File: config.mk
export PLATFORM = sky130hd
export DESIGN_NAME = display_i2c_write_framer_unit_flat
export DESIGN_NICKNAME = d
export VERILOG_FILES = /design/src/sv/dif_pkg.sv /design/src/sv/dif_in_if.sv /design/src/sv/dif_out_if.sv /design/src/sv/display_i2c_write_framer_unit.sv /design/src/sv/dif_frame_builder.sv /design/src/sv/dif_cell.sv /design/src/flat_wrapper.sv
export SDC_FILE = /design/constraint.sdc
export NUM_CORES = 1
export LEC_CHECK = 0
export ABC_AREA = 0
export BUFFER_PORTS_ARGS = -buffer_cell sky130_fd_sc_hd__buf_2
export CAP_MARGIN = 40
export CORE_MARGIN = 2
export CORE_UTILIZATION = 62
export DETAILED_ROUTE_END_ITERATION = 8
export PLACE_DENSITY = 0.85
export SLEW_MARGIN = 5
export SYNTH_ARGS = -nofsm -noshare
export SYNTH_HDL_FRONTEND = slang
export SYNTH_SLANG_ARGS = --single-unit
File: constraint.sdc
create_clock -name clk -period 3.6 [get_ports clk]
set_clock_uncertainty 0.1 [all_clocks]
set_input_delay 0.36 -clock clk [delete_from_list [all_inputs] [get_ports clk]]
set_output_delay 0.36 -clock clk [all_outputs]
set_load 0.05 [all_outputs]
File: src/sv/dif_pkg.sv
`timescale 1ns / 1ps
`default_nettype none

package dif_pkg;

  // Number of cells in the symbol chain: the longest run plus one spare
  // position behind a symbol that is still waiting at the output.
  localparam int unsigned NCELL      = 48;
  // Bus symbols taken by one byte: eight data bits and the acknowledge slot.
  localparam int unsigned BYTE_SLOTS = 9;
  // Largest number of bytes in one run (set position).
  localparam int unsigned MAX_BYTES  = 5;

  // Second header byte and the set position offsets.
  localparam logic [7:0] HDR_DATA  = 8'h40;
  localparam logic [7:0] HDR_CMD   = 8'h00;
  localparam logic [7:0] PAGE_BASE = 8'hB0;
  localparam logic [7:0] COL_HI_OR = 8'h10;
  localparam logic [7:0] COL_LO_OR = 8'h01;

  typedef enum logic [1:0] {
    CMD_DATA   = 2'd0,
    CMD_SINGLE = 2'd1,
    CMD_POS    = 2'd2
  } cmd_e;

  typedef enum logic [1:0] {
    SYM_START = 2'd0,
    SYM_BIT   = 2'd1,
    SYM_ACK   = 2'd2,
    SYM_STOP  = 2'd3
  } sym_e;

  // Contents of one chain cell: one bus symbol.
  typedef struct packed {
    logic valid;
    sym_e symbol;
    logic bit_value;
    logic last;
  } cell_t;

  // Per-cell control from the chain controller.
  typedef struct packed {
    logic load;
    logic shift;
  } cell_ctl_t;

  // Description of the run caused by one input item.
  typedef struct packed {
    logic                         has_start;
    logic                         has_stop;
    logic [2:0]                   nbytes;
    logic [5:0]                   total;
    logic [MAX_BYTES-1:0][7:0]    bytes;
  } frame_t;

  // Symbol at one position of a run. The caller works out which byte (k)
  // and which slot within that byte (p) the position falls on; lead marks
  // the position taken by the start condition.
  function automatic cell_t slot_cell(input frame_t f, input logic lead,
                                      input int unsigned k, input int unsigned p,
                                      input logic [5:0] pos1);
    cell_t       c;
    int unsigned ki;
    ki = (k < MAX_BYTES) ? k : 0;
    c = '0;
    c.symbol = SYM_START;
    if (lead) begin
      c.valid = 1'b1;
    end else if (k < 32'(f.nbytes)) begin
      c.valid = 1'b1;
      if (p < 8) begin
        c.symbol    = SYM_BIT;
        c.bit_value = f.bytes[3'(ki)][3'(7 - p)];
      end else begin
        c.symbol = SYM_ACK;
      end
    end else if ((k == 32'(f.nbytes)) && (p == 0) && f.has_stop) begin
      c.valid  = 1'b1;
      c.symbol = SYM_STOP;
    end
    c.last = c.valid && (f.total == pos1);
    return c;
  endfunction

endpackage

`default_nettype wire

File: src/sv/dif_in_if.sv
`timescale 1ns / 1ps
`default_nettype none

// Request channel: one bus operation per transfer.
interface dif_in_if;
  logic       valid;
  logic       ready;
  logic [1:0] cmd;
  logic [7:0] value;
  logic [7:0] column;
  logic [3:0] page;
  logic       burst_first;
  logic       burst_last;

  modport source (
    output valid, cmd, value, column, page, burst_first, burst_last,
    input  ready
  );
  modport sink (
    input  valid, cmd, value, column, page, burst_first, burst_last,
    output ready
  );
endinterface

`default_nettype wire

File: src/sv/dif_out_if.sv
`timescale 1ns / 1ps
`default_nettype none

// Symbol channel: one bus symbol per transfer.
interface dif_out_if;
  logic       valid;
  logic       ready;
  logic [1:0] symbol;
  logic       bit_value;
  logic       run_last;

  modport source (
    output valid, symbol, bit_value, run_last,
    input  ready
  );
  modport sink (
    input  valid, symbol, bit_value, run_last,
    output ready
  );
endinterface

`default_nettype wire

File: src/sv/display_i2c_write_framer_unit.sv
`timescale 1ns / 1ps
`default_nettype none

// Write-only I2C framer for a display controller that never acknowledges.
// in_ch carries one request per transfer (data byte in a burst, single
// command, or set page and column); out_ch carries the resulting bus
// symbols (start, data bit, acknowledge slot, stop), one per transfer,
// with run_last set on the final symbol of each request. cfg_we/cfg_wdata
// write the device address byte sent after every start.
// A request is expanded into a row of 48 cells; the row shifts one
// symbol toward the output per cycle while out_ch is not stalled, and
// cell 0 is the output register, so the first symbol appears the cycle
// after the transfer unless cell 0 still holds a stalled symbol.
// A run is 9 to 47 symbols and leaves at one symbol per cycle while
// out_ch is ready. The next request is taken as soon as only the final
// symbol of the previous run is left, so runs follow each other without
// gaps. A request with the unused selector is taken and produces nothing.
// When out_ch stalls, the whole row holds; a request may still be taken
// behind a stalled final symbol. Reset empties the row and clears the
// address to zero.
module display_i2c_write_framer_unit (
  input  wire logic       clk,
  input  wire logic       rst_n,
  dif_in_if.sink          in_ch,
  dif_out_if.source       out_ch,
  input  wire logic       cfg_we,
  input  wire logic [7:0] cfg_wdata
);

  logic [7:0]         dev_addr_r;
  dif_pkg::frame_t    frame;
  dif_pkg::cell_t     slot [dif_pkg::NCELL];
  dif_pkg::cell_t     cells [dif_pkg::NCELL];
  logic               tail_busy;
  logic               advance;
  logic               accept;

  // Device address register.
  always_ff @(posedge clk) begin
    if (!rst_n) begin
      dev_addr_r <= 8'h00;
    end else if (cfg_we) begin
      dev_addr_r <= cfg_wdata;
    end
  end

  dif_frame_builder u_frame (
    .dev_addr    (dev_addr_r),
    .cmd         (in_ch.cmd),
    .value       (in_ch.value),
    .column      (in_ch.column),
    .page        (in_ch.page),
    .burst_first (in_ch.burst_first),
    .burst_last  (in_ch.burst_last),
    .frame       (frame)
  );

  // Symbol for each run position, for runs with and without a start.
  for (genvar i = 0; i < dif_pkg::NCELL; i++) begin : g_slot
    localparam int unsigned K0 = i / dif_pkg::BYTE_SLOTS;
    localparam int unsigned P0 = i % dif_pkg::BYTE_SLOTS;
    localparam int unsigned J1 = (i == 0) ? 0 : i - 1;
    localparam int unsigned K1 = J1 / dif_pkg::BYTE_SLOTS;
    localparam int unsigned P1 = J1 % dif_pkg::BYTE_SLOTS;
    dif_pkg::cell_t s0;
    dif_pkg::cell_t s1;
    always_comb begin
      s0 = dif_pkg::slot_cell(frame, 1'b0, K0, P0, 6'(i + 1));
      s1 = dif_pkg::slot_cell(frame, (i == 0), K1, P1, 6'(i + 1));
      slot[i] = frame.has_start ? s1 : s0;
    end
  end

  // The row may take a new run once only cell 0 can still be busy.
  always_comb begin
    tail_busy = 1'b0;
    for (int unsigned i = 1; i < dif_pkg::NCELL; i++) begin
      tail_busy = tail_busy | cells[i].valid;
    end
  end

  assign in_ch.ready = !tail_busy;
  assign accept      = in_ch.valid && !tail_busy;
  assign advance     = !cells[0].valid || out_ch.ready;

  // Chain of cells; a run lands one position further back when the output
  // cell is holding a stalled symbol.
  for (genvar i = 0; i < dif_pkg::NCELL; i++) begin : g_cell
    dif_pkg::cell_ctl_t ctl;
    dif_pkg::cell_t     load_val;
    dif_pkg::cell_t     shift_val;

    always_comb begin
      ctl.load  = accept && ((i != 0) || advance);
      ctl.shift = advance;
    end

    if (i == 0) begin : g_head
      assign load_val = slot[0];
    end else begin : g_body
      assign load_val = advance ? slot[i] : slot[i-1];
    end

    if (i == dif_pkg::NCELL - 1) begin : g_end
      assign shift_val = '0;
    end else begin : g_mid
      assign shift_val = cells[i+1];
    end

    dif_cell u_cell (
      .clk       (clk),
      .rst_n     (rst_n),
      .ctl       (ctl),
      .load_val  (load_val),
      .shift_val (shift_val),
      .q         (cells[i])
    );
  end

  // Cell 0 drives the symbol channel.
  assign out_ch.valid     = cells[0].valid;
  assign out_ch.symbol    = cells[0].symbol;
  assign out_ch.bit_value = cells[0].bit_value;
  assign out_ch.run_last  = cells[0].last;

endmodule

`default_nettype wire

File: src/sv/dif_frame_builder.sv
`timescale 1ns / 1ps
`default_nettype none

// Decodes one request into the list of bytes of its run, with its start
// and stop flags and the run length in symbols.
module dif_frame_builder (
  input  wire logic [7:0]      dev_addr,
  input  wire logic [1:0]      cmd,
  input  wire logic [7:0]      value,
  input  wire logic [7:0]      column,
  input  wire logic [3:0]      page,
  input  wire logic            burst_first,
  input  wire logic            burst_last,
  output dif_pkg::frame_t      frame
);

  logic [5:0] byte_syms;

  // Byte list and framing per operation.
  always_comb begin
    frame = '0;
    unique case (dif_pkg::cmd_e'(cmd))
      dif_pkg::CMD_DATA: begin
        frame.has_start = burst_first;
        frame.has_stop  = burst_last;
        if (burst_first) begin
          frame.nbytes   = 3'd3;
          frame.bytes[0] = dev_addr;
          frame.bytes[1] = dif_pkg::HDR_DATA;
          frame.bytes[2] = value;
        end else begin
          frame.nbytes   = 3'd1;
          frame.bytes[0] = value;
        end
      end
      dif_pkg::CMD_SINGLE: begin
        frame.has_start = 1'b1;
        frame.has_stop  = 1'b1;
        frame.nbytes    = 3'd3;
        frame.bytes[0]  = dev_addr;
        frame.bytes[1]  = dif_pkg::HDR_CMD;
        frame.bytes[2]  = value;
      end
      dif_pkg::CMD_POS: begin
        frame.has_start = 1'b1;
        frame.has_stop  = 1'b1;
        frame.nbytes    = 3'd5;
        frame.bytes[0]  = dev_addr;
        frame.bytes[1]  = dif_pkg::HDR_CMD;
        frame.bytes[2]  = dif_pkg::PAGE_BASE + {4'h0, page};
        frame.bytes[3]  = {4'h0, column[7:4]} | dif_pkg::COL_HI_OR;
        frame.bytes[4]  = {4'h0, column[3:0]} | dif_pkg::COL_LO_OR;
      end
      default: begin
        // Unused selector: empty run.
        frame = '0;
      end
    endcase
    // Run length: nine symbols per byte plus start and stop.
    byte_syms   = {frame.nbytes, 3'b000} + {3'b000, frame.nbytes};
    frame.total = byte_syms + {5'd0, frame.has_start} + {5'd0, frame.has_stop};
  end

endmodule

`default_nettype wire

File: src/sv/dif_cell.sv
`timescale 1ns / 1ps
`default_nettype none

// One cell of the symbol chain. It takes a fresh symbol on load, its
// upstream neighbor's symbol on shift, and holds otherwise.
module dif_cell (
  input  wire logic               clk,
  input  wire logic               rst_n,
  input  wire dif_pkg::cell_ctl_t ctl,
  input  wire dif_pkg::cell_t     load_val,
  input  wire dif_pkg::cell_t     shift_val,
  output dif_pkg::cell_t          q
);

  dif_pkg::cell_t cell_r;
  dif_pkg::cell_t cell_nxt;

  // Next content selection.
  always_comb begin
    if (ctl.load) begin
      cell_nxt = load_val;
    end else if (ctl.shift) begin
      cell_nxt = shift_val;
    end else begin
      cell_nxt = cell_r;
    end
  end

  always_ff @(posedge clk) begin
    if (!rst_n) begin
      cell_r <= '0;
    end else begin
      cell_r <= cell_nxt;
    end
  end

  assign q = cell_r;

endmodule

`default_nettype wire
File: src/flat_wrapper.sv
// flat-port wrapper written by rule: the top's interface ports become plain ports
module display_i2c_write_framer_unit_flat 
  (clk, rst_n, cfg_we, cfg_wdata, in_ch_valid, in_ch_cmd, in_ch_value, in_ch_column, in_ch_page, in_ch_burst_first, in_ch_burst_last, in_ch_ready, out_ch_valid, out_ch_symbol, out_ch_bit_value, out_ch_run_last, out_ch_ready);
  dif_in_if in_ch_i ();
  dif_out_if out_ch_i ();
  input  wire logic clk;
  input  wire logic rst_n;
  input  wire logic cfg_we;
  input  wire logic [7:0] cfg_wdata;
  input wire logic [$bits(in_ch_i.valid)-1:0] in_ch_valid;
  input wire logic [$bits(in_ch_i.cmd)-1:0] in_ch_cmd;
  input wire logic [$bits(in_ch_i.value)-1:0] in_ch_value;
  input wire logic [$bits(in_ch_i.column)-1:0] in_ch_column;
  input wire logic [$bits(in_ch_i.page)-1:0] in_ch_page;
  input wire logic [$bits(in_ch_i.burst_first)-1:0] in_ch_burst_first;
  input wire logic [$bits(in_ch_i.burst_last)-1:0] in_ch_burst_last;
  output wire logic [$bits(in_ch_i.ready)-1:0] in_ch_ready;
  output wire logic [$bits(out_ch_i.valid)-1:0] out_ch_valid;
  output wire logic [$bits(out_ch_i.symbol)-1:0] out_ch_symbol;
  output wire logic [$bits(out_ch_i.bit_value)-1:0] out_ch_bit_value;
  output wire logic [$bits(out_ch_i.run_last)-1:0] out_ch_run_last;
  input wire logic [$bits(out_ch_i.ready)-1:0] out_ch_ready;
  assign in_ch_i.valid = in_ch_valid;
  assign in_ch_i.cmd = in_ch_cmd;
  assign in_ch_i.value = in_ch_value;
  assign in_ch_i.column = in_ch_column;
  assign in_ch_i.page = in_ch_page;
  assign in_ch_i.burst_first = in_ch_burst_first;
  assign in_ch_i.burst_last = in_ch_burst_last;
  assign in_ch_ready = in_ch_i.ready;
  assign out_ch_valid = out_ch_i.valid;
  assign out_ch_symbol = out_ch_i.symbol;
  assign out_ch_bit_value = out_ch_i.bit_value;
  assign out_ch_run_last = out_ch_i.run_last;
  assign out_ch_i.ready = out_ch_ready;
  display_i2c_write_framer_unit u_core (.clk(clk), .rst_n(rst_n), .in_ch(in_ch_i), .out_ch(out_ch_i), .cfg_we(cfg_we), .cfg_wdata(cfg_wdata));
endmodule
After elaboration in Yosys (flattened, before gate mapping)

Cells that the tools add are included.
W data, S select, Z words.

Output and inout port bits: 6
Flip-flop bits (word level): 248
Logic and storage cells: 670

Muxes and demuxes: 256
Bitwise logic cells: 46
Magnitude comparators: 6
Equal/unequal tests: 55
Reduce and logical (&&, ||, !) cells: 110
Add/subtract/negate cells: 4

Operators with widths:

| cell                  | number |
|---|---|
| $mux W5               | 191 |
| $mux W4               | 37 |
| $logic_and A1 B1 Y1   | 103 |
| $eq A6 B6 Y1 const B  | 17 |
| $eq A6 B5 Y1 const B  | 16 |
| $pmux W24 S3          | 1 |
| $mux W3               | 17 |
| $eq A6 B4 Y1 const B  | 8 |
| $or A1 B1 Y1          | 46 |
| $eq A6 B3 Y1 const B  | 4 |
| $mux W16              | 1 |
| $pmux W5 S3           | 1 |
| $add A6 B1 Y6         | 2 |
| $eq A6 B2 Y1 const B  | 2 |
| $mux W12              | 1 |
| $add A8 B4 Y8 const A | 1 |
| $mux W8               | 1 |
| $add A6 B3 Y6         | 1 |
| $eq A2 B3 Y1 const A  | 2 |
| $eq A3 B3 Y1 const A  | 2 |
| $eq A6 B1 Y1 const B  | 1 |
| $lt A1 B3 Y1 const A  | 2 |
| $lt A2 B3 Y1 const A  | 2 |
| $lt A3 B3 Y1 const A  | 2 |
| 10 further kinds      | 16 |

Longest topological paths before layout

Depth after elaboration: 50
Gate-level depth with buffers: 13

Modules after synthesis

A second synthesis with hierarchy kept.

Cells, all modules: 1,606
Area, all modules: 15,104.5 um^2

By module, submodules not included:

| module                        | instances | cells each | area each (um^2) |
|---|---|---|---|
| dif_cell                      | 48        | 21         | 241.5 |
| display_i2c_write_framer_unit | 1         | 507        | 2,912.8 |
| dif_frame_builder             | 1         | 91         | 600.6 |

Worst setup path after synthesis

Ideal clock, no wire load.

Path kind: flip-flop to flip-flop
Start point: reg u_core.g_cell[11].u_cell.cell_r, in the netlist u_core.g_cell[11].u_cell.q[4]
End point: reg u_core.g_cell[8].u_cell.cell_r, in the netlist u_core.g_cell[8].u_cell.q[0]
Slack: 81 ps
Data required time: 3,413 ps
Period minus slack after synthesis: 3,519 ps
Cell stages (with the launch flop): 7
Data arrival time: 3,331 ps
Setup time: 87 ps
Path through: dfxtp_1 > nor4_1 > nand4_1 > nor4_1 > nand2_1 > clkbuf_1 > o31ai_1

Longest elaborated chain between the ends: 40
Elaborated cells between the ends (all ways): 41
Classes of those cells: mux (1); bitwise (37); reduce/logical (3)

Ends and longest elaborated chain:

| item                                          | RTL line                            | source |
|---|---|---|
| start, declared                               | dif_cell.sv:15                      | `dif_pkg::cell_t cell_r;` |
| start signal, assigned                        | dif_cell.sv:33                      | `cell_r <= cell_nxt;` |
| $or A1 B1 Y1 * (37 in a row)                  | display_i2c_write_framer_unit.sv:78 | `tail_busy = tail_busy \| cells[i].valid;` |
| $logic_not A1 Y1 *                            | --                                  |  |
| named net in_ch_ready                         | flat_wrapper.sv:17                  | `output wire logic [$bits(in_ch_i.ready)-1:0] in_ch_ready;` |
| $logic_and A1 B1 Y1 *                         | display_i2c_write_framer_unit.sv:83 | `assign accept = in_ch.valid && !tail_busy;` |
| $mux W5 or $reduce_bool A2 Y1 (tied branches) | --                                  |  |
| end signal, assigned                          | dif_cell.sv:33                      |  |
| end, declared                                 | dif_cell.sv:15                      |  |

Mark *: on every way through the listed nets, which the timed path passes. The rest lies on a longest branch.
A chain may end at the register's enable or synchronous reset.

Worst setup path after layout

Start point: reg u_core.g_cell[11].u_cell.cell_r, in the netlist u_core.g_cell[11].u_cell.q[4]
End point: reg u_core.g_cell[44].u_cell.cell_r, in the netlist u_core.g_cell[44].u_cell.q[4]

Longest elaborated chain between the ends: 40
Elaborated cells between the ends (all ways): 41
Classes of those cells: mux (1); bitwise (37); reduce/logical (3)

Ends and longest elaborated chain:

| item                                          | RTL line |
|---|---|
| $or A1 B1 Y1 * (37 in a row)                  | display_i2c_write_framer_unit.sv:78 |
| $logic_not A1 Y1 *                            | display_i2c_write_framer_unit.sv:83 |
| $logic_and A1 B1 Y1 *                         | display_i2c_write_framer_unit.sv:83 |
| $mux W5 or $reduce_bool A2 Y1 (tied branches) | -- |
| end signal, assigned                          | dif_cell.sv:33 |
| end, declared                                 | dif_cell.sv:15 |

Mark *: on every way between the ends. The rest lies on a longest branch, timed or not.

==> summary.txt <==
Wirelength per Cell = 18.4 µm
P per Cell Area = 697 nW/µm²
IO Count = 43
core box area = 18,800 µm²
CTS Buf Count = 25
htree depth = 1
layout cells sized above 1 = 11.8%
RSZ-0062 raised after global routing = false
initial antenna violation count = 0
Post-Syn Instances = 1,495
outcome = finished, final reports clean
# setup viols final = 0
Final ANT Viol Nets = 0
worst vdd ir = 0.629 mV
Starting Density = 63.2%
Filler Cell Count = 1,499
Yosys top cell by area = dfxtp_1
worst-margin pin slew = 0.775 ns
Async SR Flop Fraction = 0%
Final TNS setup = 0 ns
Rel. slew slack = 48.3%
Reg clk slew, reported paths = 0.07 ns
grt ovf = 0
syn_nets = 1,541
DRT iter0 DRCs = 1,065
type of the most critical hold path = input pin to register
minimum clock period = 3.01 ns
area growth from synthesis to layout = 10.6%
yosys warns = 0
Die Width = 142 µm
Max Slew Vio Count = 0
clock sinks = 247
post-synthesis sequential area ratio = 41.7%
Root Buffer = clkbuf_16
Max Freq = 332 MHz
final hold vios = 0
Die Y = 142 µm
dpl hpwl = 19,800 µm
largest net degree at the start of global routing = 122
Port-buffer cells = 41
Critical Path Source Type = register
Layout Nets = 1,522
Placer Congestion = 0.970
first-pass GRT wire length = 51,800 µm
area share of the largest cell type after synthesis = 41.7%
routed wl met2 = 14,500 µm
Crit path required time = 3.95 ns
die area = 20,300 µm²
Worst setup EP type = register
met3 WL = 2600 µm
Leak = 4.90 nW
synthesized area = 11,900 µm²
Tot GR Track Use = 30.8%
drc violations = 0
worst skew pair latency = 0.53 ns
CP Class = register to register
DRT Pass-1 Iters = 5
DP Cell Count = 1,676
CTS tree = yes
vias in the first global route = 10.2k
ys flop type = dfxtp_1
synth top area cells = dfxtp_1 (42%), nand2_1 (12%), a21oi_1 (5.4%)
Yosys cell types = 64
via/cell ratio = 6.46
WP data arrival = 3.36 ns
Synth Register Bits = 247
Avg Cell Area, Syn = 7.94 µm²
Post-CTS Setup Inserts = 0
number of synthesized flops with an enable pin = 0
clock tree buffer depth = 3
Final period util = 83.6%
post-route non-filler standard cell count = 1,728
Metal-1 WL = 13,800 µm
uppermost layer routed = met4
crit path launch = u_core.g_cell[11].u_cell.q[4]
vias post-DR = 11.2k
hold_sp = cfg_wdata[6]
MaxCap Viol Count = 0
Post-Route WL = 31,800 µm
Rows = 50
crit path max fanout = 37
RR Startpoint = u_core.g_cell[11].u_cell.q[4]
Antenna diodes = 0
==> power by group <==
group	internal, mW	switching (mW)
logic	0.981	1.91
clock network	1.63	1.08
registers	3.24	0.306
==> cells by family (layout without fill, tap and decap cells) <==
logic type,Yosys count,after routing,share of synthesized area [%]
and+or+nand+nor,608,608,21.9
AOI/OAI and AO/OA,412,412,23.9
DFF,247,247,41.7
buffers and inverters,148,147,5.21
muxes,67,67,5.98
adders and majority gates,10,10,1.03
xor gates and xnor gates,3,3,0.222
==> metal layers <==
layer	up-vias	GRT usage [%]
met2	490	48.6
met5	-	0
met3	79	5.01
met1	5276	43.3
li1	5312	-
met4	0	10.5
==> through the flow <==
stage	power [mW]	setup slack (ns)	area (µm²)	util, %	hold slack, ns
after global routing	9.57	0.505	13100	69.9	0.0277
after CTS	9.12	0.644	13100	69.9	0.00263
final	9.15	0.590	13100	69.9	0.0111
after global placement	6.32	0.382	12200	64.9	0.338
after floorplan	5.59	0.0814	11900	-	0.329
after detailed placement	6.39	0.334	12200	64.9	0.344
==> final timing paths <==
| check | to | slack (ns) | depth (start not counted) |
|---|---|---|---|
| min reg2reg | u_core.g_cell[43].u_cell.q[3] | 0.35 | 2 |
| max reg2reg | u_core.g_cell[44].u_cell.q[4] | 0.59 | 5 |
| min | u_core.dev_addr_r[6] | 0.01 | 3 |
| max | u_core.g_cell[44].u_cell.q[4] | 0.59 | 5 |
==> cell usage after synthesis, types with 4 or more instances <==
cell type,count
a211oi_1,19
a21o_1,5
a21oi_1,129
a221oi_1,6
a22oi_1,14
a31oi_1,54
and2_1,5
and3_1,12
buf_1,15
buf_2,26
buf_6,4
clkbuf_1,91
dfxtp_1,247
ha_1,9
inv_1,11
mux2i_1,63
nand2_1,390
nand2b_1,5
nand3_1,40
nand4_1,17
nor2_1,67
nor2b_1,4
nor3_1,33
nor4_1,20
o2111ai_1,5
o211ai_1,13
o21a_1,43
o21ai_0,34
o221a_2,38
o221ai_1,5
o32ai_1,20
==> final cells by class <==
type                            count  area (µm²)  area share [%]
Tap cell                          234         293            2.23
Clock buffer                       36         737            5.62
Inverter                           12        45.0           0.343
Timing Repair Buffer               90         643            4.90
Sequential cell                   247        4940            37.7
Clock inverter                      9         123           0.935
Multi-Input combinational cell   1100        6330            48.3
==> placed cells by master, fill, tap and decap left out, types with 4 or more instances in the layout <==
cell | netlist | routed
clkbuf_16 | 0 | 25
clkbuf_1 | 91 | 4
a31oi_1 | 54 | 54
mux2i_1 | 63 | 63
buf_12 | 0 | 4
buf_2 | 26 | 40
buf_4 | 0 | 39
dfxtp_1 | 247 | 247
dlygate4sd3_1 | 0 | 7
ha_1 | 9 | 9
a21o_1 | 5 | 5
nor2_1 | 67 | 67
o21a_1 | 43 | 43
and2_1 | 5 | 5
o32ai_1 | 20 | 20
a221oi_1 | 6 | 6
nor3_1 | 33 | 33
nand2b_1 | 5 | 4
clkbuf_8 | 0 | 7
clkinv_2 | 0 | 5
a21oi_1 | 129 | 129
nand2_1 | 390 | 389
o221ai_1 | 5 | 5
o2111ai_1 | 5 | 5
o211ai_1 | 13 | 13
a211oi_1 | 19 | 19
inv_1 | 11 | 10
nand3_1 | 40 | 40
nand4_1 | 17 | 17
o21ai_0 | 34 | 34
and3_1 | 12 | 12
a22oi_1 | 14 | 14
nor4_1 | 20 | 20
o221a_2 | 38 | 38
==> flip-flops by register name, indices dropped and copies added (netlist names) <==
signal	cells
u_core.g_cell.u_cell.q	239
u_core.dev_addr_r	8
==> worst max-delay path, cell delays in order, from the launching register on <==
cell	delay, ns
dfxtp_1	0.33
nor4_1	0.37
nand4_1	0.28
or4_4	0.86
nand2_2	0.64
o221a_2	0.33
==> what timing repair did <==
item | in CTS | in global routing
hold buffers | 7 | 0
resized for setup | 0 | 0
endpoints found under the hold margin | 7 | 0
(Power assumes the default switching activity.)
